**config.mk**
```make
export PLATFORM = sky130hd
export DESIGN_NAME = sfc_addr_reduce
export DESIGN_NICKNAME = d
export VERILOG_FILES = /design/src/rtl/sfc_pkg.sv /design/src/rtl/sfc_addr_reduce.sv
export SDC_FILE = /design/constraint.sdc
export NUM_CORES = 1
export LEC_CHECK = 0
export BUFFER_PORTS_ARGS = -buffer_cell sky130_fd_sc_hd__buf_4
export CORE_MARGIN = 5
export CORE_UTILIZATION = 50
export CTS_BUF_LIST = sky130_fd_sc_hd__clkbuf_16
export CTS_CLUSTER_SIZE = 40
export DETAILED_ROUTE_END_ITERATION = 8
export PLACE_DENSITY = 0.8
export RECOVER_POWER = 50
export SYNTH_ARGS = -nofsm -noshare
export SYNTH_HDL_FRONTEND = slang
export SYNTH_SLANG_ARGS = --single-unit
```
**constraint.sdc**
```tcl
create_clock -name i_clk -period 2.8 [get_ports i_clk]
set_clock_uncertainty 0.05 [all_clocks]
set_input_delay 0.28 -clock i_clk [delete_from_list [all_inputs] [get_ports i_clk]]
set_output_delay 0.28 -clock i_clk [all_outputs]
set_load 0.02 [all_outputs]
```
**src/rtl/sfc_pkg.sv**
```systemverilog
// ----------------------------------------------------------------------------
// sfc_pkg
// Types and constants shared by the serial flash command slave.
// ----------------------------------------------------------------------------
package sfc_pkg;

    // input item codes
    typedef enum logic [1:0] {
        CMD_SEL_FALL = 2'd0,
        CMD_SEL_RISE = 2'd1,
        CMD_BYTE     = 2'd2
    } t_cmd;

    // command phase, one-hot
    typedef enum logic [5:0] {
        PH_IDLE   = 6'b000001,
        PH_ADDR   = 6'b000010,
        PH_READ   = 6'b000100,
        PH_PROG   = 6'b001000,
        PH_ID     = 6'b010000,
        PH_STATUS = 6'b100000
    } t_phase;

    // where the result byte of an item comes from
    typedef enum logic [1:0] {
        RES_HOLD = 2'd0,
        RES_BYTE = 2'd1,
        RES_MEM  = 2'd2
    } t_res_kind;

    typedef struct packed {
        t_res_kind  kind;
        logic [7:0] data;
    } t_res;

    localparam int CFG_IDX_W  = 3;
    localparam int CFG_DATA_W = 24;
    localparam int ADDR_W     = 24;

    localparam logic [CFG_IDX_W-1:0] CFG_OP_READ         = 3'd0;
    localparam logic [CFG_IDX_W-1:0] CFG_OP_PROGRAM      = 3'd1;
    localparam logic [CFG_IDX_W-1:0] CFG_OP_ERASE        = 3'd2;
    localparam logic [CFG_IDX_W-1:0] CFG_OP_WRITE_ENABLE = 3'd3;
    localparam logic [CFG_IDX_W-1:0] CFG_OP_READ_STATUS  = 3'd4;
    localparam logic [CFG_IDX_W-1:0] CFG_OP_READ_ID      = 3'd5;
    localparam logic [CFG_IDX_W-1:0] CFG_ID_BYTES        = 3'd6;

    typedef struct packed {
        logic [7:0]  op_read;
        logic [7:0]  op_program;
        logic [7:0]  op_erase;
        logic [7:0]  op_write_enable;
        logic [7:0]  op_read_status;
        logic [7:0]  op_read_id;
        logic [23:0] id_bytes;
    } t_cfg;

    localparam t_cfg CFG_RESET = '{
        op_read:         8'h03,
        op_program:      8'h02,
        op_erase:        8'h20,
        op_write_enable: 8'h06,
        op_read_status:  8'h05,
        op_read_id:      8'h9F,
        id_bytes:        24'hEF4018
    };

    localparam logic [7:0] STATUS_WEL   = 8'h02;
    localparam logic [7:0] STATUS_CLEAR = 8'h00;
    localparam logic [7:0] ID_FILL      = 8'h00;
    localparam logic [1:0] ADDR_LAST    = 2'd2;
    localparam logic [1:0] ID_LEN       = 2'd3;

endpackage

```
**src/rtl/sfc_addr_reduce.sv**
```systemverilog
// ----------------------------------------------------------------------------
// sfc_addr_reduce
// Reduces a 24-bit address modulo the store size in three pipelined steps.
// ----------------------------------------------------------------------------
module sfc_addr_reduce #(
    parameter int MEM_BYTES = 4096,
    parameter int AW        = 12
) (
    input  logic                       i_clk,
    input  logic                       i_rst_n,
    input  logic                       i_start,
    input  logic                       i_clear,
    input  logic [sfc_pkg::ADDR_W-1:0] i_x,
    output logic                       o_busy,
    output logic                       o_done,
    output logic [AW-1:0]              o_res
);
    import sfc_pkg::*;

    localparam int RW = ADDR_W + 1 - AW;
    localparam int PW = ADDR_W + RW;
    localparam int MW = ADDR_W + 1;
    localparam int QW = RW + MW;
    localparam logic [RW-1:0] RECIP = RW'((2 ** ADDR_W) / MEM_BYTES);
    localparam logic [MW-1:0] MEMC  = MW'(MEM_BYTES);

    logic              r_v1;
    logic              r_v2;
    logic              r_done;
    logic [ADDR_W-1:0] r_x1;
    logic [ADDR_W-1:0] r_x2;
    logic [PW-1:0]     r_p1;
    logic [ADDR_W-1:0] r_p2;
    logic [AW-1:0]     r_res;

    logic [PW-1:0]     w_p1;
    logic [RW-1:0]     w_q;
    logic [QW-1:0]     w_p2;
    logic [ADDR_W-1:0] w_r;
    logic [MW-1:0]     w_sub;
    logic              w_ge;

    // quotient estimate is exact or one low, so one correction step
    assign w_p1  = PW'(i_x) * PW'(RECIP);
    assign w_q   = r_p1[ADDR_W +: RW];
    assign w_p2  = QW'(w_q) * QW'(MEMC);
    assign w_r   = r_x2 - r_p2;
    assign w_ge  = {1'b0, w_r} >= MEMC;
    assign w_sub = {1'b0, w_r} - MEMC;

    always_ff @(posedge i_clk) begin
        if (!i_rst_n) begin
            r_v1   <= 1'b0;
            r_v2   <= 1'b0;
            r_done <= 1'b0;
        end else begin
            r_v1 <= i_start;
            r_v2 <= r_v1;
            if (r_v2) begin
                r_done <= 1'b1;
            end else if (i_clear) begin
                r_done <= 1'b0;
            end
        end
    end

    always_ff @(posedge i_clk) begin
        if (i_start) begin
            r_x1 <= i_x;
            r_p1 <= w_p1;
        end
        if (r_v1) begin
            r_x2 <= r_x1;
            r_p2 <= w_p2[ADDR_W-1:0];
        end
        if (r_v2) begin
            r_res <= w_ge ? w_sub[AW-1:0] : w_r[AW-1:0];
        end
    end

    assign o_busy = r_v1 | r_v2;
    assign o_done = r_done;
    assign o_res  = r_res;

endmodule

```
Word level (Yosys, flattened, before mapping)
Index checks and enable logic that the tools add are counted.
Cells by class
  add/sub/neg operators: 2
  $mul: 0
  divide/modulo/power cells: 0
  order comparisons: 1
  equal/unequal tests: 0
  shift operators: 0
  muxes and demuxes: 3
  bitwise gates (word level): 1
  reduce and logical (&&, ||, !) cells: 1
Operators by type and width (number)
  24-bit by 13-bit greater-or-equal comparator with 1-bit output (second input constant): 1
  24-bit subtractor: 1
  12-bit two-way mux: 1
  12-bit by 1-bit subtractor with 12-bit output (second input constant): 1
  1-bit two-way mux: 2
  2-bit nonzero test: 1
  1-bit bitwise OR: 1
Word-level totals
  bits in registers: 75
  latch bits: 0
  RAM bits: 0
  ROM bits: 0
  input bits: 28
  output and inout port bits: 14
  logic and storage cells: 15
  memories: 0

Longest topological paths before layout
Gate-level depths: netlist of run 1.
  word-level depth: 3
  gate-level depth with buffers: 2
  depth with buffers taken out: 2

Worst setup path after synthesis of run 1
No wires, ideal clock.
  path kind: reg-to-output
  start point: reg r_v2
  end point: out o_busy
  arrival time: 830 ps
  required time: 2470 ps
  slack: 1640 ps
  stages on the path, launching flop included: 2
  path buffers: 0
  cell sequence: dfxtp_1 > or2_1
Between the ends
  cells in the longest elaborated chain, start to end: 1
RTL lines
  start, declared: RTL line sfc_addr_reduce.sv:28  | logic r_v2;
  start signal, assigned: RTL line sfc_addr_reduce.sv:58  | r_v2 <= r_v1;
  1-bit bitwise OR: RTL line sfc_addr_reduce.sv:81  | assign o_busy = r_v1 | r_v2;
  end, declared: RTL line sfc_addr_reduce.sv:14  | output logic o_busy,
Every way passes these cells.

Worst setup path in the final report of run 1
Ends and elaborated chain as after synthesis.

==> results of run 1 <==
==> final cells by class <==
class,instances,area share (%)
well taps,28,2.23
flip-flops and latches,39,72.6
multi-input cells,5,2.55
clock buffers,5,7.96
clock inverters,3,1.04
repair buffers,29,13.6
==> final timing paths <==
check	endpoint	from	slack, ns
hold / removal	r_x1[3]	i_x[3]	0.15
setup / recovery	o_busy	r_v2	1.25
setup reg to reg	o_res[3]	r_v2	1.75
hold reg to reg	r_x2[9]	r_x1[9]	0.36
==> layer usage <==
| layer | up-vias | share of wire (%) | global-route usage, % | routed length [um] |
|---|---|---|---|---|
| met5 | - | 0 | 0 | 0 |
| met4 | 0 | 2.3 | 6.80 | 27 |
| met3 | 2 | 13 | 5.92 | 147 |
| met2 | 24 | 47 | 11.6 | 542 |
| met1 | 193 | 38 | 9.23 | 445 |
| li1 | 241 | - | - | - |
==> metrics by stage <==
step | cells | setup WS (ns) | utilization (%) | power (mW)
after floorplan | 44 | 1.64 | - | 0.702
after global placement | 101 | 1.55 | 64.2 | 0.727
after detailed placement | 101 | 1.54 | 64.2 | 0.729
after CTS | 109 | 1.22 | 70.5 | 1.24
after global routing | 109 | 1.12 | 70.4 | 1.27
final | 109 | 1.25 | 70.4 | 1.22
==> registers in the layout (all words and copies together) (netlist names) <==
register,cells
o_done,1
r_x2,12
r_v2,1
r_v1,1
o_res,12
r_x1,12
==> placed cells by master, fill, tap and decap left out, drive strengths merged <==
| master | synthesis | final |
|---|---|---|
| and2 | 2 | 2 |
| buf | 0 | 16 |
| clkbuf | 0 | 18 |
| clkinv | 0 | 1 |
| clkinvlp | 0 | 1 |
| dfxtp | 3 | 3 |
| edfxtp | 36 | 36 |
| inv | 0 | 1 |
| nor2b | 1 | 1 |
| o21a | 1 | 1 |
| or2 | 1 | 1 |
==> power groups by stage <==
stage / Sequential [mW] / Combinational (mW) / Clock, mW
finish: 0.686 / 0.0294 / 0.508
global placement: 0.696 / 0.0302 / 0
detailed placement: 0.698 / 0.0314 / 0
global route: 0.690 / 0.0319 / 0.553
CTS: 0.687 / 0.0316 / 0.524
floorplan: 0.698 / 0.00405 / 0
==> logic make-up after synthesis <==
group           Yosys count  synth area share, %
simple gates              4                 2.75
flops                    39                 96.6
compound gates            1                0.636
==> flow_metrics.env, run 1 <==
export IMPL_p_per_area_nw_per_um2=779
export IMPL_core_area_um2=2230
export IMPL_grt_max_degree=15
export IMPL_gp_congestion=0.614
export IMPL_status="complete, no violations"
export IMPL_start_util_pct=52.9
export IMPL_row_count=17
export IMPL_wl_per_cell_um=10.7
export IMPL_dieArea_um2=3430
export IMPL_synth_commonest_cells="36 x edfxtp_1, 3 x dfxtp_1, 2 x and2_1"
export IMPL_setup_viol=0
export IMPL_yosysUniqueCellTypes=6
export IMPL_portBuffers=29
export IMPL_clkPwrFrac_pct=41.5
export IMPL_ctsResizeCount=0
export IMPL_clock_path_buffers=2
export IMPL_antenna_found_initial=0
export IMPL_grt_pass1_wl_um=1990
export IMPL_fillCellCount=150
export IMPL_fin_setup_tns_ns=0
export IMPL_cts_buffers=5
export IMPL_worst_ep_arrival_time_ns=1.22
export IMPL_drive_above_1_share_pct=44.4
export IMPL_synth_top_area_share_pct=91.5
export IMPL_crit_family="flip-flops"
export IMPL_clk_pin_slew_ns=0.05
export IMPL_power_frac_seq_pct=56.1
export IMPL_route_detailed_drc=0
export IMPL_worst_path_stages=2
export IMPL_vdd_drop_max_v=0.000825
export IMPL_seqCellArea_um2=1140
export IMPL_yosys_register_bits=39
export IMPL_cts_tree="yes"
export IMPL_multiInputGateArea_um2=40.0
export IMPL_crit_path_cell_trace="or2_1 -> buf_4"
export IMPL_finalCriticalPeriod_ns=1.55
export IMPL_cp_end_kind="output pin"
export IMPL_maxSlewViolCount=0
export IMPL_p_int_mw=1.02
export IMPL_clkLatencyLatePin_ns=0.27
export IMPL_synth_most_common_cell="edfxtp_1"
export IMPL_first_iter_violations=14
export IMPL_track_usage_pct=8.60
export IMPL_leakage_nw=0.585
export IMPL_hold_buffers=0
export IMPL_ant_nets=0
export IMPL_crit_required_ns=2.47
export IMPL_max_freq_mhz=646
export IMPL_whs_path_depth=1
export IMPL_cts_htree_levels=2
export IMPL_slowest_stage="dfxtp_1"
export IMPL_cap_violations=0
export IMPL_syn_num_nets=72
export IMPL_antenna_cells_inserted=0
export IMPL_stdcell_area_um2=1570
export IMPL_grt_pass1_vias=479
export IMPL_rr_worst_depth=0
export IMPL_fp_dieH_um=58.6
export IMPL_synth_seq_area_share_pct=96.6
export IMPL_critPathBufInv=1
export IMPL_syn_inst=44
export IMPL_routed_via_count=460
export IMPL_fin_crit_sh_pct=55.2
export IMPL_max_stage_delay_ns=0.64
export IMPL_cts_sinks=39
export IMPL_gr_total_overflow=0
export IMPL_hold_viol=0
export IMPL_ys_warn_count=0
export IMPL_async_flop_share_pct=0
export IMPL_die_w_um=58.6
export IMPL_place_area_um2=1430
export IMPL_critPathLaunchType="register"
export IMPL_fin_worst_hold_slack_ns=0.153
export IMPL_synthFlopType="edfxtp_1"
export IMPL_synth_area_um2=1180
export IMPL_crit_type="register to output pin"
export IMPL_pwr_share_comb_pct=2.4
export IMPL_synth_avg_cell_area_um2=26.8
export IMPL_cts_setup_buffers=0
export IMPL_drt_pass1_iterations=4
export IMPL_synth_area_leader_cell="edfxtp_1"
export IMPL_root_buffer="clkbuf_16"
export IMPL_synth_edff_count=36
export IMPL_hp_class="input port to register"
export IMPL_slew_headroom_pct=60.6
export IMPL_avgViaCountPerCell=4.22
export IMPL_layout_nets=108
export IMPL_area_delta_synth_final_pct=33.1
export IMPL_drt_wl_total_um=1160
export IMPL_ys_top_cells_by_area="edfxtp_1 92%, dfxtp_1 5.1%, nor2b_4 1.2%"
export IMPL_tightest_slew_ns=0.591
export IMPL_num_io_pins=42
export IMPL_cp_max_fo=14
export IMPL_rsz0062_at_grt="false"
export IMPL_p_switching_uw=208
export IMPL_switching_share_pct=17.0
Note: power is estimated with default switching activity, not from simulation.
==> inputs of run 2 (changes only) <==
--- a/config.mk
+++ b/config.mk
@@ -7,11 +7,11 @@
 export LEC_CHECK = 0
 export BUFFER_PORTS_ARGS = -buffer_cell sky130_fd_sc_hd__buf_4
 export CORE_MARGIN = 5
-export CORE_UTILIZATION = 50
+export CORE_UTILIZATION = 47
 export CTS_BUF_LIST = sky130_fd_sc_hd__clkbuf_16
 export CTS_CLUSTER_SIZE = 40
 export DETAILED_ROUTE_END_ITERATION = 8
-export PLACE_DENSITY = 0.8
+export PLACE_DENSITY = 0.76
 export RECOVER_POWER = 50
 export SYNTH_ARGS = -nofsm -noshare
 export SYNTH_HDL_FRONTEND = slang
==> constraint.sdc (replaced) <==
create_clock -name i_clk -period 1.54 [get_ports i_clk]
set_clock_uncertainty 0.05 [all_clocks]
set_input_delay 0.154 -clock i_clk [delete_from_list [all_inputs] [get_ports i_clk]]
set_output_delay 0.154 -clock i_clk [all_outputs]
set_load 0.02 [all_outputs]
==> run 2 against run 1 <==
Net effect: sequential share of layout area decreased by 4.6 points; critical path depth unchanged; global-route usage increased by 0.92 points; combinational power increased by 140%; design area increased by 6.7%; first-iteration DRC count decreased by 79%; register-to-register slack got worse by 1.3 ns; power increased by 97%; clock-buffer cell count unchanged; largest power group unchanged.
==> flow_metrics.env, run 2 (synthesis gave the netlist of run 1 again) <==
export IMPL_track_usage_pct=9.53
export IMPL_critPathLaunchType="register"
export IMPL_slew_headroom_pct=60.1
export IMPL_drt_wl_total_um=1310
export IMPL_critPathBufInv=1
export IMPL_finalCriticalPeriod_ns=1.41
export IMPL_row_count=18
export IMPL_hold_viol=0
export IMPL_crit_required_ns=1.34
export IMPL_fillCellCount=152
export IMPL_p_per_area_nw_per_um2=1440
export IMPL_setup_viol=0
export IMPL_crit_type="register to output pin"
export IMPL_portBuffers=29
export IMPL_hp_class="input port to register"
export IMPL_crit_path_cell_trace="or2_1 -> buf_4"
export IMPL_cts_sinks=39
export IMPL_hold_buffers=6
export IMPL_grt_pass1_wl_um=2170
export IMPL_cap_violations=0
export IMPL_cp_end_kind="output pin"
export IMPL_antenna_found_initial=0
export IMPL_fp_dieH_um=60.1
export IMPL_power_mw=2.41
export IMPL_first_iter_violations=3
export IMPL_layout_nets=116
export IMPL_fin_setup_tns_ns=0
export IMPL_die_w_um=60.1
export IMPL_avgViaCountPerCell=4.03
export IMPL_area_delta_synth_final_pct=41.9
export IMPL_ctsResizeCount=0
export IMPL_seqCellArea_um2=1140
export IMPL_layout_commonest_cell="edfxtp_1"
export IMPL_drive_above_1_share_pct=40.4
export IMPL_max_freq_mhz=707
export IMPL_post_place_ws_ns=0.393
export IMPL_wl_per_cell_um=11.0
export IMPL_grt_pass1_vias=476
export IMPL_grt_max_degree=15
export IMPL_utilization_pct=68.9
export IMPL_maxSlewViolCount=0
export IMPL_antenna_cells_inserted=0
export IMPL_fin_crit_sh_pct=91.8
export IMPL_clkLatencyLatePin_ns=0.27
export IMPL_drt_pass1_iterations=3
export IMPL_cts_tree="yes"
export IMPL_vdd_drop_max_v=0.00133
export IMPL_cts_htree_levels=2
export IMPL_slowest_stage="dfxtp_1"
export IMPL_rsz0062_at_grt="false"
export IMPL_root_buffer="clkbuf_16"
export IMPL_worst_slack_ns=0.126
export IMPL_dieArea_um2=3620
export IMPL_tightest_slew_ns=0.599
export IMPL_clock_path_buffers=2
export IMPL_gp_congestion=0.612
export IMPL_gr_total_overflow=0
export IMPL_cts_buffers=5
export IMPL_multiInputGateArea_um2=40.0
export IMPL_core_area_um2=2430
export IMPL_leakage_nw=0.629
export IMPL_max_stage_delay_ns=0.63
export IMPL_ant_nets=0
export IMPL_route_detailed_drc=0
export IMPL_status="complete, no violations"
export IMPL_clk_pin_slew_ns=0.05
export IMPL_crit_family="flip-flops"
export IMPL_routed_via_count=480
export IMPL_num_io_pins=42
export IMPL_layout_common_cells="36 x edfxtp_1, 21 x buf_4, 8 x dlygate4sd3_1"
export IMPL_cp_max_fo=14
export IMPL_worst_ep_arrival_time_ns=1.21
export IMPL_start_util_pct=48.6
export IMPL_cts_setup_buffers=0
run 2: cell count changes in the layout (fill, tap and decap cells not counted), sizes merged:
| cell | previous run | this run |
|---|---|---|
| clkinvlp | 1 | 0 |
| dlygate4sd3 | 0 | 8 |
| bufinv | 0 | 1 |
| clkbuf | 18 | 13 |
| clkinv | 1 | 2 |
| inv | 1 | 0 |
| buf | 16 | 21 |
run 2: worst paths after layout:
path	startpoint	to	slack (ns)	cells after the start
worst min register to register	r_x1[5]	r_x2[5]	0.36	0
worst max-delay path	r_v2	o_busy	0.13	2
worst min-delay path	i_x[6]	r_x1[6]	0.03	1
worst max register to register	r_v2	o_res[3]	0.50	0
run 2: per-layer routing:
| layer | wire length [um] | share of wire [%] | GRT usage (%) |
|---|---|---|---|
| met1 | 464 | 35 | 8.66 |
| met2 | 667 | 51 | 13.4 |
| met3 | 148 | 11 | 7.34 |
| met4 | 29 | 2.2 | 8.54 |
| met5 | 0 | 0 | 0 |
run 2: area by class of cell:
cell class	instances	share of cell area [%]
sequential	39	68.1
timing repair buffer	37	17.5
clock buffer	5	7.46
multi-input combinational	5	2.39
clock inverter	3	2.31
tap	30	2.24
run 2: through the flow:
step	instance area (um^2)	hold slack, ns	std cells
6_report	1680	0.0305	119
2_1_floorplan	1180	0.203	44
5_1_grt	1680	0.0230	119
3_5_place_dp	1440	0.283	103
3_3_place_gp	1440	0.283	103
4_1_cts	1660	0.000213	117
run 2: report_power, final:
| group | internal, mW | switching [mW] |
|---|---|---|
| logic | 0.0454 | 0.0245 |
| registers | 1.23 | 0.0205 |
| clock network | 0.753 | 0.344 |
==> inputs of run 3 (changes only) <==
--- a/config.mk
+++ b/config.mk
@@ -5,6 +5,7 @@
 export SDC_FILE = /design/constraint.sdc
 export NUM_CORES = 1
 export LEC_CHECK = 0
+export ABC_AREA = 1
 export BUFFER_PORTS_ARGS = -buffer_cell sky130_fd_sc_hd__buf_4
 export CORE_MARGIN = 5
 export CORE_UTILIZATION = 47
==> run 3 against run 2 <==
Net effect: combinational power decreased by 13%; register-to-register slack about the same; worst hold slack got worse by 0.0010 ns; flip-flop and latch count unchanged; fmax increased by 10%; first-iteration DRC count increased by 130%; sequential power about the same; critical path type unchanged; sequential share of layout area increased by 3.3 points; via count increased by 6.0%.
==> flow_metrics.env, run 3 <==
export IMPL_synth_area_leader_cell="edfxtp_1"
export IMPL_portBuffers=29
export IMPL_layout_common_cells="36 x edfxtp_1, 19 x buf_4, 10 x clkbuf_4"
export IMPL_antenna_found_initial=0
export IMPL_hp_class="input port to register"
export IMPL_seqCellArea_um2=1140
export IMPL_die_w_um=60.2
export IMPL_grt_pass1_wl_um=2170
export IMPL_highest_layer="met4"
export IMPL_layout_commonest_cell="edfxtp_1"
export IMPL_p_per_area_nw_per_um2=1390
export IMPL_cts_htree_levels=2
export IMPL_ant_nets=0
export IMPL_synth_top_area_share_pct=91.4
export IMPL_ys_top_cells_by_area="edfxtp_1 91%, dfxtp_1 5.1%, inv_1 1.6%"
export IMPL_setup_viol=0
export IMPL_power_mw=2.23
export IMPL_layout_nets=116
export IMPL_cts_setup_buffers=0
export IMPL_maxSlewViolCount=0
export IMPL_fillCellCount=172
export IMPL_vdd_drop_max_v=0.00113
export IMPL_yosysUniqueCellTypes=6
export IMPL_drive_above_1_share_pct=40.4
export IMPL_synthFlopType="edfxtp_1"
export IMPL_gr_total_overflow=0
export IMPL_finalCriticalPeriod_ns=1.28
export IMPL_cap_violations=0
export IMPL_rsz0062_at_grt="false"
export IMPL_grt_pass1_vias=515
export IMPL_dieArea_um2=3620
export IMPL_fin_setup_tns_ns=0
export IMPL_root_buffer="clkbuf_16"
export IMPL_cts_sinks=39
export IMPL_drt_pass1_iterations=2
export IMPL_antenna_cells_inserted=0
export IMPL_wl_per_cell_um=10.4
export IMPL_crit_type="register to output pin"
export IMPL_cp_end_kind="output pin"
export IMPL_synth_commonest_cells="36 x edfxtp_1, 5 x inv_1, 3 x dfxtp_1, 3 x nand2_1"
export IMPL_hold_viol=0
export IMPL_critPathLaunchType="register"
export IMPL_slew_headroom_pct=61.0
export IMPL_avgViaCountPerCell=4.28
export IMPL_syn_num_nets=77
export IMPL_core_area_um2=2430
export IMPL_rr_worst_depth=1
export IMPL_area_delta_synth_final_pct=35.3
export IMPL_cts_tree="yes"
export IMPL_ys_warn_count=0
export IMPL_synth_avg_cell_area_um2=24.1
export IMPL_fp_dieH_um=60.2
export IMPL_start_util_pct=48.6
export IMPL_whs_path_depth=3
export IMPL_gp_congestion=0.613
export IMPL_clock_path_buffers=2
export IMPL_drt_met1_wl_um=432
export IMPL_routed_via_count=509
export IMPL_row_count=18
export IMPL_dr_wl_met2_um=594
export IMPL_crit_required_ns=1.34
export IMPL_grt_max_degree=15
export IMPL_route_detailed_drc=0
export IMPL_async_flop_share_pct=0
export IMPL_stdcell_area_um2=1600
export IMPL_leakage_nw=0.624
export IMPL_clk_pin_slew_ns=0.05
export IMPL_synth_most_common_cell="edfxtp_1"
export IMPL_status="complete, no violations"
export IMPL_yosys_register_bits=39
export IMPL_cp_max_fo=14
export IMPL_max_freq_mhz=779
export IMPL_first_iter_violations=7
export IMPL_fin_crit_sh_pct=83.3
export IMPL_worst_ep_arrival_time_ns=1.08
export IMPL_syn_inst=49
export IMPL_clkLatencyLatePin_ns=0.27
export IMPL_route_met3_wl_um=181
export IMPL_place_area_um2=1450
export IMPL_cts_buffers=5
export IMPL_synth_area_um2=1180
export IMPL_tightest_slew_ns=0.585
export IMPL_dp_hpwl_um=914
export IMPL_num_io_pins=42
export IMPL_multiInputGateArea_um2=22.5
export IMPL_synth_seq_area_share_pct=96.5
export IMPL_track_usage_pct=8.82
export IMPL_drt_wl_total_um=1240
export IMPL_synth_edff_count=36
==> run 3: cell types whose count changed in the layout (fill, tap and decap cells not counted), moves of 2 or more <==
cell	before	now
and2_1	2	0
inv_1	0	6
buf_4	21	19
nand2_1	0	3
dlygate4sd3_1	8	2
clkbuf_4	7	10
==> run 3: critical path, cell delays in order, from the launching register on <==
cell     delay, ns
dfxtp_2       0.40
or2_1         0.25
buf_4         0.16
==> run 3: report_power, final <==
group,leakage [nW],switching [mW],internal [mW],total (mW)
Sequential,0.365,0.0201,1.23,1.25
Clock,0.0724,0.335,0.583,0.918
Combinational,0.186,0.0253,0.0355,0.0608
Total,0.624,0.381,1.85,2.23
==> run 3: through the flow <==
| stage | hold slack, ns | setup slack, ns | cells | utilization (%) |
|---|---|---|---|---|
| after floorplan | 0.197 | 0.507 | 49 | - |
| after global placement | 0.282 | 0.408 | 109 | 59.4 |
| after detailed placement | 0.283 | 0.391 | 109 | 59.4 |
| after CTS | 0.0000629 | 0.0975 | 117 | 65.1 |
| after global routing | 0.0222 | 0.198 | 119 | 65.8 |
| final | 0.0294 | 0.257 | 119 | 65.8 |
==> run 3: worst paths after layout <==
path                to  startpoint  slack (ns)
min reg2reg  o_res[11]    r_x2[11]        0.36
max reg2reg   r_x2[11]        r_v1        0.49
min               r_v2     i_rst_n        0.03
max             o_busy        r_v2        0.26
==> run 3: cell type report <==
class                      instances  share of cell area [%]
timing repair buffer              32                    15.1
clock buffer                       5                    7.82
sequential                        39                    71.4
clock inverter                     3                   0.782
inverter                           5                    1.17
tap                               30                    2.35
multi-input combinational          5                    1.41
==> run 3: cell families (layout without fill, tap and decap cells) <==
kind of cell,Yosys count,after routing,synth area share [%]
compound gates,1,1,0.423
buf+inv,5,45,1.59
simple gates,4,4,1.48
flops,39,39,96.5
==> run 3: layer usage <==
layer | global-route usage, % | vias to the layer above
li1 | - | 257
met1 | 10.5 | 223
met2 | 12.0 | 25
met3 | 5.18 | 4
met4 | 5.70 | 0
met5 | 0 | -
==> run 3: what timing repair did <==
item	in CTS	in global routing
setup endpoints to repair	0	1
endpoints found under the hold margin	0	2
hold buffers	0	2
gates resized for setup	0	1
