==> src/rtl/sfc_pkg.sv <==
// ----------------------------------------------------------------------------
// sfc_pkg
// Types and constants shared by the serial flash command slave.
// ----------------------------------------------------------------------------
package sfc_pkg;

    // input item codes
    typedef enum logic [1:0] {
        CMD_SEL_FALL = 2'd0,
        CMD_SEL_RISE = 2'd1,
        CMD_BYTE     = 2'd2
    } t_cmd;

    // command phase, one-hot
    typedef enum logic [5:0] {
        PH_IDLE   = 6'b000001,
        PH_ADDR   = 6'b000010,
        PH_READ   = 6'b000100,
        PH_PROG   = 6'b001000,
        PH_ID     = 6'b010000,
        PH_STATUS = 6'b100000
    } t_phase;

    // where the result byte of an item comes from
    typedef enum logic [1:0] {
        RES_HOLD = 2'd0,
        RES_BYTE = 2'd1,
        RES_MEM  = 2'd2
    } t_res_kind;

    typedef struct packed {
        t_res_kind  kind;
        logic [7:0] data;
    } t_res;

    localparam int CFG_IDX_W  = 3;
    localparam int CFG_DATA_W = 24;
    localparam int ADDR_W     = 24;

    localparam logic [CFG_IDX_W-1:0] CFG_OP_READ         = 3'd0;
    localparam logic [CFG_IDX_W-1:0] CFG_OP_PROGRAM      = 3'd1;
    localparam logic [CFG_IDX_W-1:0] CFG_OP_ERASE        = 3'd2;
    localparam logic [CFG_IDX_W-1:0] CFG_OP_WRITE_ENABLE = 3'd3;
    localparam logic [CFG_IDX_W-1:0] CFG_OP_READ_STATUS  = 3'd4;
    localparam logic [CFG_IDX_W-1:0] CFG_OP_READ_ID      = 3'd5;
    localparam logic [CFG_IDX_W-1:0] CFG_ID_BYTES        = 3'd6;

    typedef struct packed {
        logic [7:0]  op_read;
        logic [7:0]  op_program;
        logic [7:0]  op_erase;
        logic [7:0]  op_write_enable;
        logic [7:0]  op_read_status;
        logic [7:0]  op_read_id;
        logic [23:0] id_bytes;
    } t_cfg;

    localparam t_cfg CFG_RESET = '{
        op_read:         8'h03,
        op_program:      8'h02,
        op_erase:        8'h20,
        op_write_enable: 8'h06,
        op_read_status:  8'h05,
        op_read_id:      8'h9F,
        id_bytes:        24'hEF4018
    };

    localparam logic [7:0] STATUS_WEL   = 8'h02;
    localparam logic [7:0] STATUS_CLEAR = 8'h00;
    localparam logic [7:0] ID_FILL      = 8'h00;
    localparam logic [1:0] ADDR_LAST    = 2'd2;
    localparam logic [1:0] ID_LEN       = 2'd3;

endpackage

==> src/rtl/sfc_cmd_core.sv <==
// ----------------------------------------------------------------------------
// sfc_cmd_core
// Command state of the flash slave: opcode decode, address, latch, ID count.
// ----------------------------------------------------------------------------
module sfc_cmd_core #(
    parameter int MEM_BYTES = 4096,
    parameter int AW        = 12
) (
    input  logic                       i_clk,
    input  logic                       i_rst_n,
    input  logic                       i_fire,
    input  logic [1:0]                 i_cmd,
    input  logic [7:0]                 i_byte,
    input  sfc_pkg::t_cfg              i_cfg,
    input  logic [AW-1:0]              i_red_addr,
    output logic                       o_need_red,
    output logic [sfc_pkg::ADDR_W-1:0] o_red_x,
    output logic                       o_mem_rd,
    output logic                       o_mem_wr,
    output logic [AW-1:0]              o_mem_addr,
    output logic [7:0]                 o_mem_wdata,
    output sfc_pkg::t_res              o_res
);
    import sfc_pkg::*;

    localparam logic [AW-1:0] LAST = AW'(MEM_BYTES - 1);

    t_phase            r_phase, n_phase;
    t_phase            r_after, n_after;
    logic [1:0]        r_cnt, n_cnt;
    logic [ADDR_W-1:0] r_addr, n_addr;
    logic              r_wel, n_wel;
    logic              r_sel, n_sel;

    logic              w_rd;
    logic              w_wr;
    logic [AW-1:0]     w_cur;
    logic [AW-1:0]     w_next;
    logic [1:0]        w_id_cnt;
    logic [7:0]        w_status;

    assign w_cur    = r_addr[AW-1:0];
    assign w_next   = (w_cur == LAST) ? '0 : w_cur + 1'b1;
    assign w_id_cnt = (r_cnt < ID_LEN) ? r_cnt + 1'b1 : r_cnt;
    assign w_status = r_wel ? STATUS_WEL : STATUS_CLEAR;

    assign o_need_red = (i_cmd == CMD_BYTE) && r_sel && (r_phase == PH_ADDR)
                        && (r_cnt == ADDR_LAST);
    assign o_red_x    = {r_addr[ADDR_W-9:0], i_byte};

    always_comb begin
        n_phase     = r_phase;
        n_after     = r_after;
        n_cnt       = r_cnt;
        n_addr      = r_addr;
        n_wel       = r_wel;
        n_sel       = r_sel;
        w_rd        = 1'b0;
        w_wr        = 1'b0;
        o_mem_addr  = w_cur;
        o_mem_wdata = i_byte;
        o_res.kind  = RES_HOLD;
        o_res.data  = i_byte;
        case (i_cmd)
            CMD_SEL_FALL: begin
                n_phase = PH_IDLE;
                n_cnt   = '0;
                n_addr  = '0;
                n_sel   = 1'b1;
            end
            CMD_SEL_RISE: begin
                n_phase = PH_IDLE;
                n_sel   = 1'b0;
            end
            CMD_BYTE: begin
                if (r_sel) begin
                    o_res.kind = RES_BYTE;
                    case (r_phase)
                        PH_IDLE: begin
                            if (i_byte == i_cfg.op_read_id) begin
                                n_phase    = PH_ID;
                                n_cnt      = '0;
                                o_res.data = i_cfg.id_bytes[23:16];
                            end else if (i_byte == i_cfg.op_read_status) begin
                                n_phase    = PH_STATUS;
                                o_res.data = w_status;
                            end else if (i_byte == i_cfg.op_write_enable) begin
                                n_wel = 1'b1;
                            end else if (i_byte == i_cfg.op_erase && r_wel) begin
                                n_phase = PH_ADDR;
                                n_after = PH_IDLE;
                                n_cnt   = '0;
                                n_addr  = '0;
                                n_wel   = 1'b0;
                            end else if (i_byte == i_cfg.op_program && r_wel) begin
                                n_phase = PH_ADDR;
                                n_after = PH_PROG;
                                n_cnt   = '0;
                                n_addr  = '0;
                                n_wel   = 1'b0;
                            end else if (i_byte == i_cfg.op_read) begin
                                n_phase = PH_ADDR;
                                n_after = PH_READ;
                                n_cnt   = '0;
                                n_addr  = '0;
                            end
                        end
                        PH_ADDR: begin
                            n_cnt = r_cnt + 1'b1;
                            if (r_cnt == ADDR_LAST) begin
                                n_addr  = ADDR_W'(i_red_addr);
                                n_phase = r_after;
                                if (r_after == PH_READ) begin
                                    w_rd       = 1'b1;
                                    o_mem_addr = i_red_addr;
                                    o_res.kind = RES_MEM;
                                end
                            end else begin
                                n_addr = o_red_x;
                            end
                        end
                        PH_READ: begin
                            n_addr     = ADDR_W'(w_next);
                            w_rd       = 1'b1;
                            o_mem_addr = w_next;
                            o_res.kind = RES_MEM;
                        end
                        PH_PROG: begin
                            w_wr   = 1'b1;
                            n_addr = ADDR_W'(w_next);
                        end
                        PH_ID: begin
                            n_cnt = w_id_cnt;
                            if (w_id_cnt == 2'd1) begin
                                o_res.data = i_cfg.id_bytes[15:8];
                            end else if (w_id_cnt == 2'd2) begin
                                o_res.data = i_cfg.id_bytes[7:0];
                            end else begin
                                o_res.data = ID_FILL;
                            end
                        end
                        PH_STATUS: begin
                            o_res.data = w_status;
                        end
                        default: begin
                            n_phase = PH_IDLE;
                        end
                    endcase
                end
            end
            default: begin
            end
        endcase
    end

    assign o_mem_rd = i_fire & w_rd;
    assign o_mem_wr = i_fire & w_wr;

    always_ff @(posedge i_clk) begin
        if (!i_rst_n) begin
            r_phase <= PH_IDLE;
            r_after <= PH_IDLE;
            r_cnt   <= '0;
            r_addr  <= '0;
            r_wel   <= 1'b0;
            r_sel   <= 1'b0;
        end else if (i_fire) begin
            r_phase <= n_phase;
            r_after <= n_after;
            r_cnt   <= n_cnt;
            r_addr  <= n_addr;
            r_wel   <= n_wel;
            r_sel   <= n_sel;
        end
    end

endmodule

==> config.mk <==
export PLATFORM = sky130hd
export DESIGN_NAME = sfc_cmd_core
export DESIGN_NICKNAME = d
export VERILOG_FILES = /design/src/rtl/sfc_pkg.sv /design/src/rtl/sfc_cmd_core.sv
export SDC_FILE = /design/constraint.sdc
export NUM_CORES = 1
export LEC_CHECK = 0
export CELL_PAD_IN_SITES_DETAIL_PLACEMENT = 1
export CELL_PAD_IN_SITES_GLOBAL_PLACEMENT = 1
export CORE_MARGIN = 2
export CORE_UTILIZATION = 40
export CTS_CLUSTER_SIZE = 20
export DETAILED_ROUTE_END_ITERATION = 10
export DONT_BUFFER_PORTS = 1
export GPL_TIMING_DRIVEN = 1
export PLACE_DENSITY_LB_ADDON = 0.1
export REMOVE_ABC_BUFFERS = 1
export SYNTH_ARGS = -nofsm -noshare
export SYNTH_HDL_FRONTEND = slang
export SYNTH_SLANG_ARGS = --single-unit
==> constraint.sdc <==
create_clock -name i_clk -period 2.1 [get_ports i_clk]
set_input_delay 0.105 -clock i_clk [delete_from_list [all_inputs] [get_ports i_clk]]
set_output_delay 0.105 -clock i_clk [all_outputs]
set_load 0.02 [all_outputs]
-- After elaboration in Yosys (flattened, before gate mapping)
Index checks and enable logic that the tools add are counted.
Widths: inputs -> output; s select.
- bits in latches: 0
- bits in writable memories: 0
- output and inout bits: 57
- flip-flop bits (word level): 32
- ROM bits: 0
- memories: 0
- reductions and logical operators: 20
- multiplexer cells: 62
- equal/unequal tests: 33
- $mul: 0
- bitwise gates (word level): 5
- $lt $le $gt $ge: 1
- $add $sub $neg: 2
- shift-type cells: 0
- div/mod/pow operators: 0
- operators by type and width (kind ; number):
    $mux 16 ; 8
    $mux 6 ; 11
    $mux 12 ; 5
    $eq 8x8->1 ; 6
    $pmux 16 s3 ; 1
    $mux 8 ; 4
    $pmux 16 s2 ; 1
    $pmux 12 s2 ; 1
    $pmux 8 s3 ; 1
    $mux 2 ; 11
    $reduce_and 7->1 ; 3
    $mux 10 ; 2
    $pmux 6 s3 ; 1
    $reduce_and 8->1 ; 2
    $add 12x1->12 const B ; 1
    $eq 12x12->1 const B ; 1
    $eq 6x3->1 const B ; 2
    $pmux 6 s2 ; 1
    $mux 1 ; 10
    $ne 5x5->1 const B ; 2
    $ne 3x3->1 const B ; 3
    $ne 4x4->1 const B ; 2
    $pmux 2 s2 ; 2
    $ne 7x7->1 const B ; 1
    25 further kinds ; 41

-- Logic depth before layout (Yosys ltp)
Gate-level depths: netlist (run 1).
- depth after elaboration: 10
- depth in mapped cells: 10
- mapped depth without buffers: 9

-- Worst setup path after synthesis (run 1)
OpenSTA, ideal clock, no wires.
- path type: flip-flop to output port
- start: reg r_phase[4]
- end: out o_mem_addr[8]
- cell stages (with the launch flop): 7
- path buffers: 2
- arrival time: 2.266 ns
- data required time: 1.995 ns
- slack: -0.271 ns
- cell sequence: dfxtp_1 -> buf_2 -> or4_4 -> or2_2 -> clkbuf_1 -> o32a_1 -> o21ai_0
- word-level cells in the longest chain between the ends: 4
- elaborated cells between the ends (all ways): 5
- ends and longest elaborated chain (what ; line ; source):
    start: declaration ; sfc_cmd_core.sv:28 ; t_phase r_phase, n_phase;
    start signal: assignment ; sfc_cmd_core.sv:168 ; r_phase <= n_phase;
    $eq 6x3->1 / $eq 6x2->1 (equally long branches) ; sfc_cmd_core.sv:78 ; case (r_phase)
    $pmux 12 s2 * ; sfc_cmd_core.sv:78 ;
    $mux 12 * ; sfc_cmd_core.sv:76 ; if (r_sel) begin
    $mux 12 * ; sfc_cmd_core.sv:64 ; case (i_cmd)
    end: declaration ; sfc_cmd_core.sv:20 ; output logic [AW-1:0] o_mem_addr,
Mark *: on every way between the ends. The rest lies on a longest branch, timed or not.

-- Worst setup path in the final report (run 1)
- start: reg r_phase[4]
- end: out o_mem_addr[4]
The elaborated chain is that of the path after synthesis.

==> flow_summary.yaml, run 1 <==
yosys:
  ys_seq_elements: 29
  yosys_warnings: 0
  synth_edf_count: 0
  async_flop_share: 0
  synth_top_area_frac: 0.174
  ys_types: 50
  syn_avg_cell_area_um2: 7.24
  ys_seq_area_frac: 0.174
  synth_area_leaders: "dfxtp_1 (17%), xnor2_1 (11%), mux2i_1 (9.0%)"
  synth_common_cells: "nand2_1 (60), xnor2_1 (43), mux2i_1 (30)"
  synth_ff_type: "dfxtp_1"
  synth.largest_area_cell: "dfxtp_1"
  netlist_area_mm2: 0.00335
  synthCells: 462
  post-synth-top-count-cell: "nand2_1"
clocking:
  cts.sinks: 29
  clockBufferDepth: 2
  ctsHtreeMaxLevel: 2
  path_clk_slew_ps: 70
  numCtsBuffers: 5
  tritoncts: "yes"
  clk_latency_ps: 290
  cts_root_buffer: "clkbuf_8"
pwr:
  p_sw_frac: 0.287
  cellPowerDensity_mw_per_mm2: 295
  seq_power_share: 0.430
  max-vdd-ir-drop_uv: 227
  switchingPower_uw: 367
  clkPwrFrac: 0.367
  p_comb_frac: 0.203
  leakagePower_nw: 1.42
  internal_power_uw: 912
setup_path:
  reg2reg_depth: 8
  cp.required_ps: 2000
  crit_fanout: 5
  rrSetupSlack_ps: -70
  slowest_stage: "or4_4"
  setup.worst_path.end_class: "primary output"
  crit_path_start_kind: "flop"
  timing.critical_path.arrival_ps: 2160
  crit_chain: "or4_4, or2_4, a21oi_1, o21ai_0, a22o_2"
  max_stage_delay_ps: 560
  worstSetupPathType: "reg -> out"
min_path:
  min_path_type: "in -> reg"
  hold_depth: 2
placed_design:
  dpl.cell_count: 580
  place.gp.congestion: 0.871
  dp_hpwl_um: 9960
  port_buffers: 0
  preCtsSetupSlack_ps: -2.87
timing:
  drv_slew: 0
  fin_hold_ws_ps: 26.1
  setup_viol: 25
  tightest_slew_ps: 965
  rsz0062_at_grt: "true"
  relSlewSlack: 0.355
  fin_setup_tns_ps: -1400
  setup_ws_ps: -160
  post-route-period-util: 1.08
  fin_worst_skew_ps: 8.02
  hold_viol: 0
  max_freq_mhz: 442
  finalCriticalPeriod_ps: 2260
floorplan:
  die_w_um: 95.5
  io_pins: 154
  start_util: 0.409
  rows: 33
  fp.coreArea_mm2: 0.00818
  dieArea_mm2: 0.00911
  die_y_um: 95.5
cells_and_area:
  final_core_util: 0.531
  nets: 600
  fill_cells: 1006
  instances_no_fill: 604
  drive_above_1_share: 0.335
  diodes: 0
  syn2layout_area_growth_pct: 29.8
global_routing:
  grt_usage: 0.287
  grt_pass1_wl_um: 20200
  overflow: 0
  antenna_found_initial: 0
  grt_pass1_vias: 3876
  grt_max_degree: 31
run:
  cap_violations: 0
route:
  drt-vias-per-instance: 6.22
  drcViolationCount: 0
  drt_iter0_drc: 140
  wl_per_cell_um: 22.9
  routed-via-count: 3759
  ant_nets: 0
  wl_um: 13800
  drt_pre_antenna_iters: 4
status:
  violations: "setup timing"
  status: "finished with violations"
==> state kept, by name, summed over array words and instances, names as in the netlist <==
signal and flops:
r_after 3, r_sel 1, r_phase 6, r_addr 16, r_cnt 2, r_wel 1
==> power by group through the flow <==
| stage | combinational, mW | clock, mW | sequential (mW) |
|---|---|---|---|
| after floorplan | 0.160 | 0 | 0.566 |
| after global placement | 0.201 | 0 | 0.566 |
| after CTS | 0.226 | 0.475 | 0.552 |
| after detailed placement | 0.207 | 0 | 0.566 |
| after global routing | 0.279 | 0.504 | 0.550 |
| final | 0.259 | 0.470 | 0.550 |
==> kinds of logic (layout without fill, tap and decap cells) <==
| group | Yosys count | after routing | synth area share |
|---|---|---|---|
| buffers and inverters | 59 | 95 | 0.0901 |
| DFF | 29 | 29 | 0.174 |
| adders and majority gates | 5 | 5 | 0.0187 |
| xor gates and xnor gates | 56 | 56 | 0.147 |
| muxes | 31 | 31 | 0.0931 |
| and+or+nand+nor | 163 | 164 | 0.231 |
| AOI/OAI and AO/OA | 119 | 119 | 0.247 |
==> layout make-up <==
type | count | area, um2 | area share
repair buffers | 80 | 684 | 0.158
inverters | 7 | 26.3 | 0.00605
clock buffers | 6 | 72.6 | 0.0167
flip-flops and latches | 29 | 599 | 0.138
clock inverters | 2 | 10.0 | 0.00231
well taps | 105 | 131 | 0.0303
multi-input cells | 375 | 2820 | 0.649
==> cells in the final DEF (no fill, tap or decap), types with 8 or more instances in the layout <==
master,n
xor2_1,12
mux2i_1,27
nand2_1,58
o22ai_1,13
nand3_2,11
buf_6,9
nand3_1,8
nor2_1,25
nand4_1,11
xnor2_1,43
buf_4,65
a22o_2,11
a21oi_1,16
dfxtp_1,20
o21ai_0,16
o21ai_1,10
==> critical path, delay by kind of cell, from the launching register on <==
family / cells / cell delay [ps]
flops: 1 / 360
simple gates: 2 / 850
compound gates: 3 / 650
==> timing repair <==
| item | CTS | global route |
|---|---|---|
| cloned | 1 | 2 |
| buffers inserted | 4 | 6 |
| hold buffers | 3 | 0 |
| gates resized for setup | 42 | 77 |
| endpoints found under the hold margin | 21 | 0 |
| setup endpoints to repair | 26 | 43 |
| pin swaps | 16 | 15 |
==> worst paths after layout <==
check	from	end
setup reg to reg	r_phase[4]	r_addr[12]
setup / recovery	r_phase[4]	o_mem_addr[4]
hold reg to reg	r_cnt[1]	r_cnt[1]
hold / removal	i_rst_n	r_phase[0]
==> per-stage QoR <==
stage,power (mW),instance area (um2)
6_report,1.28,4340
5_1_grt,1.33,4340
4_1_cts,1.25,4000
3_5_place_dp,0.773,3720
3_3_place_gp,0.767,3720
2_1_floorplan,0.726,3070
==> routing by layer <==
metal	share of wire	global-route usage
met2	0.53	0.556
met5	0	0
met3	0.036	0.0379
met4	0.028	0.0524
met1	0.41	0.336
(Power assumes the default switching activity.)
==> run 2: changes to the inputs <==
- CORE_UTILIZATION: 40 -> 45
- clock period: 2.1 -> 2.11 ns (I/O delays scaled with it)
==> run 2 against run 1 <==
Compared with the run above: the run still ends with setup timing left; non-clock buffer count shrank 10; wire length up 6.6%; critical path depth rose by 3; critical path type is now reg -> reg; critical endpoint is now r_addr[10]; largest cell class unchanged.
==> flow_summary.yaml, run 2 (synthesized netlist as in run 1, its figures left out) <==
cells_and_area:
  final_cell_mix: "nand2_1 (56), buf_4 (53), xnor2_1 (43)"
  nets: 590
  diodes: 0
  largest_reg_flops: 16
  register_area_um2: 601
  drive_above_1_share: 0.327
  fin_area_mm2: 0.00435
  reg_top3: "r_addr: 16 flops, r_phase: 6 flops, r_after: 3 flops"
  final_core_util: 0.602
  multi_input_area_mm2: 0.00286
  syn2layout_area_growth_pct: 29.9
  fill_cells: 884
  final_common_cell: "nand2_1"
  instances_no_fill: 588
  regMostFlops: "r_addr"
setup_path:
  rrSetupSlack_ps: -210
  reg2reg_depth: 8
  slowest_stage: "or4_4"
  setup.worst_path.end_class: "flop"
  crit_chain: "or4_4, buf_6, a21oi_4, o41ai_4, o31ai_4, buf_6, a21boi_2, o22ai_1"
  cp.required_ps: 2300
  max_stage_delay_ps: 590
  crit_top_cell: "buf_6"
  timing.critical_path.arrival_ps: 2510
  crit_fanout: 8
  worstSetupPathType: "reg -> reg"
  r2r-end: "r_addr[10]"
  r2r_start: "r_phase[4]"
  crit_path_start_kind: "flop"
route:
  drt_pre_antenna_iters: 4
  drt-vias-per-instance: 6.52
  drt_iter0_drc: 220
  drcViolationCount: 0
  wl_per_cell_um: 25.0
  wl_um: 14700
  ant_nets: 0
  routed-via-count: 3835
timing:
  drv_slew: 0
  fin_setup_tns_ps: -3310
  hold_viol: 0
  fin_hold_ws_ps: 7.32
  setup_ws_ps: -209
  post-route-period-util: 1.10
  max_freq_mhz: 431
  tightest_slew_ps: 990
  setup_viol: 28
  fin_worst_skew_ps: 4.39
  rsz0062_at_grt: "true"
  finalCriticalPeriod_ps: 2320
  relSlewSlack: 0.338
placed_design:
  dpl.cell_count: 563
  placed_area_mm2: 0.00363
  dp_hpwl_um: 9650
  port_buffers: 0
  place.gp.congestion: 0.879
  preCtsSetupSlack_ps: -29.9
global_routing:
  met3_usage: 0.0704
  grt_usage: 0.324
  overflow: 0
  met2_usage: 0.603
  grt_pass1_vias: 4029
  use_met1: 0.364
  antenna_found_initial: 0
  grt_pass1_wl_um: 21300
  grt_max_degree: 31
  busiest_layer: "met2"
clocking:
  clockBufferDepth: 2
  numCtsBuffers: 5
  cts.sinks: 29
  path_clk_slew_ps: 70
  clk_latency_ps: 300
  ctsHtreeMaxLevel: 2
  tritoncts: "yes"
  cts_root_buffer: "clkbuf_8"
floorplan:
  dieArea_mm2: 0.00814
  die_y_um: 90.2
  die_w_um: 90.2
  rows: 31
  fp.coreArea_mm2: 0.00721
  io_pins: 154
  start_util: 0.464
pwr:
  leakagePower_nw: 1.40
  cellPowerDensity_mw_per_mm2: 328
  power.total_mw: 1.43
  max-vdd-ir-drop_uv: 322
min_path:
  hp-start: "i_rst_n"
  hold_depth: 2
  min_to: "r_phase[0]"
  min_path_type: "in -> reg"
run:
  cap_violations: 0
status:
  status: "finished with violations"
  violations: "setup timing"
-- run 2: where the power goes --
part	internal [mW]	switching, mW	leakage [nW]
clock	0.385	0.237	0.0585
sequential	0.545	0.00193	0.239
combinational	0.128	0.130	1.11
-- run 2: cell type report --
type | count | area share
flip-flops and latches | 29 | 0.138
repair buffers | 70 | 0.142
multi-input cells | 375 | 0.658
clock inverters | 1 | 0.00691
well taps | 99 | 0.0285
inverters | 7 | 0.00662
clock buffers | 7 | 0.0199
-- run 2: worst max path at each step --
stage	from	end	cells past startpoint
2_1_floorplan	r_cnt[0]	o_mem_addr[7]	7
4_1_cts	r_phase[0]	o_mem_addr[10]	5
3_3_place_gp	r_phase[4]	o_mem_addr[10]	5
6_report	r_phase[4]	r_addr[10]	8
3_5_place_dp	r_phase[4]	o_mem_addr[10]	5
5_1_grt	r_cnt[0]	o_mem_addr[11]	11
-- run 2: routing by layer --
metal | wire (um) | vias up
met5 | 0 | -
met4 | 531 | 0
met3 | 800 | 42
met2 | 7810 | 147
met1 | 5590 | 1947
li1 | - | 1699
-- run 2: critical path: cells and delay by family (launching register included) --
family,cells,cell delay (ps)
compound gates,5,870
simple gates,1,590
buf+inv,2,380
flops,1,370
-- run 2: repair_timing --
item | 4_1_cts | 5_1_grt
endpoints found under the setup margin | 25 | 40
gates resized for setup | 47 | 77
hold endpoints to repair | 22 | 0
pin swaps | 20 | 25
buffers inserted | 6 | 7
hold buffers | 2 | 0
cloned | 2 | 1
==> run 3: changes to the inputs <==
- ABC_AREA: unset -> 1
- CORE_UTILIZATION: 45 -> 43
==> run 3 against run 2 <==
Compared with the run above: sequential cell count unchanged; the run now ends clean; via count up 20%; register-to-register slack better by 340 ps; largest cell class unchanged; worst hold slack better by 63 ps.
==> flow_summary.yaml, run 3 <==
cells_and_area:
  fill_cells: 1247
  diodes: 0
  final_core_util: 0.504
  register_area_um2: 592
  nets: 804
  regMostFlops: "r_addr"
  final_common_cell: "nand2_1"
  final_cell_mix: "nand2_1 (185), inv_1 (57), nor2_1 (56)"
  largest_reg_flops: 16
  drive_above_1_share: 0.262
  multi_input_area_mm2: 0.00286
  reg_top3: "r_addr: 16 flops, r_phase: 6 flops, r_after: 3 flops"
  syn2layout_area_growth_pct: 15.9
yosys:
  ys_seq_area_frac: 0.147
  syn_avg_cell_area_um2: 5.91
  synth_top_area_frac: 0.179
  synth_area_leaders: "nand2_1 (18%), dfxtp_1 (15%), o21ai_0 (7.2%)"
  synth_common_cells: "nand2_1 (189), inv_1 (65), nor2_1 (63)"
  synthCells: 671
  synth_ff_type: "dfxtp_1"
  async_flop_share: 0
  ys_types: 40
  post-synth-top-count-cell: "nand2_1"
  synth_edf_count: 0
  netlist_area_mm2: 0.00396
  synth.largest_area_cell: "nand2_1"
  ys_seq_elements: 29
  yosys_warnings: 0
timing:
  drv_slew: 0
  fin_worst_skew_ps: 9.11
  hold_viol: 0
  relSlewSlack: 0.538
  setup_viol: 0
  rsz0062_at_grt: "true"
  fin_setup_tns_ps: 0
  max_freq_mhz: 482
  fin_hold_ws_ps: 69.9
  tightest_slew_ps: 689
  post-route-period-util: 0.983
  finalCriticalPeriod_ps: 2070
setup_path:
  reg2reg_depth: 13
  crit_path_start_kind: "flop"
  crit_fanout: 7
  worstSetupPathType: "reg -> out"
  cp.buffers_inverters: 2
  r2r_start: "r_phase[3]"
  setup.worst_path.end_class: "primary output"
  endpoint: "o_mem_addr[5]"
  rrSetupSlack_ps: 130
  path_delay_family: "simple AND/OR/NAND/NOR gates"
  cp_num_cells: 8
  cp.required_ps: 2000
  crit_top_cell: "buf_6"
  r2r-end: "r_phase[5]"
  max_stage_delay_ps: 360
  crit_chain: "ha_2, nand2_2, nor2_4, nand4_1, buf_6, a41oi_2, o22ai_4, buf_6"
  startpoint: "r_addr[1]"
  slowest_stage: "dfxtp_1"
  timing.critical_path.arrival_ps: 1970
global_routing:
  grt_pass1_vias: 4529
  antenna_found_initial: 0
  grt_max_degree: 20
  overflow: 0
  use_met1: 0.365
  met2_usage: 0.511
  grt_pass1_wl_um: 23000
  busiest_layer: "met2"
  met3_usage: 0.0487
  grt_usage: 0.289
floorplan:
  dieArea_mm2: 0.0100
  fp.coreArea_mm2: 0.00911
  start_util: 0.435
  io_pins: 154
  die_y_um: 100
  rows: 35
  die_w_um: 100
route:
  wl_um: 15100
  drcViolationCount: 0
  drt-vias-per-instance: 5.63
  ant_nets: 0
  drt_pre_antenna_iters: 5
  drt_iter0_drc: 254
  wl_per_cell_um: 18.6
  routed-via-count: 4586
clocking:
  cts_root_buffer: "clkbuf_8"
  cts.sinks: 29
  tritoncts: "yes"
  numCtsBuffers: 5
  clk_latency_ps: 290
  ctsHtreeMaxLevel: 2
  clockBufferDepth: 2
  path_clk_slew_ps: 70
pwr:
  max-vdd-ir-drop_uv: 419
  cellPowerDensity_mw_per_mm2: 352
  leakagePower_nw: 1.93
placed_design:
  place.gp.congestion: 0.888
  dp_hpwl_um: 11300
  port_buffers: 0
min_path:
  min_path_type: "in -> reg"
status:
  status: "finished, final reports clean"
run:
  cap_violations: 0
==> run 3: repair_timing <==
| action | CTS | global route |
|---|---|---|
| gates resized for setup | 25 | 52 |
| pin swaps | 3 | 6 |
| setup buffers | 6 | 12 |
| hold endpoints to repair | 12 | 0 |
| cloned | 2 | 1 |
| hold buffers | 2 | 0 |
| setup endpoints to repair | 20 | 24 |
==> run 3: area by class of cell <==
class                      instances  share of cell area
multi-input combinational        515               0.624
sequential                        29               0.129
clock buffer                       7              0.0210
tap                              111              0.0303
inverter                          83              0.0741
timing repair inverter             1             0.00164
clock inverter                     1             0.00109
timing repair buffer              67               0.119
==> run 3: layer usage <==
layer / vias up / part of all wire
li1: 2214 / -
met3: 27 / 0.062
met1: 2190 / 0.43
met5: - / 0
met4: 0 / 0.019
met2: 155 / 0.49
==> run 3: cells by family (layout without fill, tap and decap cells) <==
logic type,Yosys count,count (layout),share of synthesized area
xor gates and xnor gates,35,35,0.0774
buffers and inverters,127,159,0.171
AOI/OAI and AO/OA,125,125,0.187
adders and majority gates,5,5,0.0158
and+or+nand+nor,350,350,0.402
DFF,29,29,0.147
==> run 3: how the worst min path moves through the flow <==
stage / from / end / cells after the start
3_3_place_gp: i_rst_n / r_after[0] / 1
2_1_floorplan: i_rst_n / r_after[0] / 1
6_report: i_cmd[1] / r_sel / 3
3_5_place_dp: i_rst_n / r_after[0] / 1
5_1_grt: i_cmd[1] / r_sel / 3
4_1_cts: i_cmd[1] / r_sel / 3
==> run 3: tightest hold or removal path, stage by stage <==
cell	delay [ps]
inv_1	60
nand2_1	80
a21oi_1	60
==> run 3: through the flow <==
step	cell area (um2)	total power, mW	cells	setup WS, ps
finish	4590	1.62	814	36.8
global placement	4110	1.04	785	215
global route	4590	1.71	814	-66.1
detailed placement	4110	1.06	785	150
floorplan	3610	0.936	627	-64.4
CTS	4360	1.60	803	3.86
==> run 3: report_power, final <==
part	switching, mW	internal, mW
clock network	0.229	0.295
registers	0.0218	0.566
logic	0.312	0.192
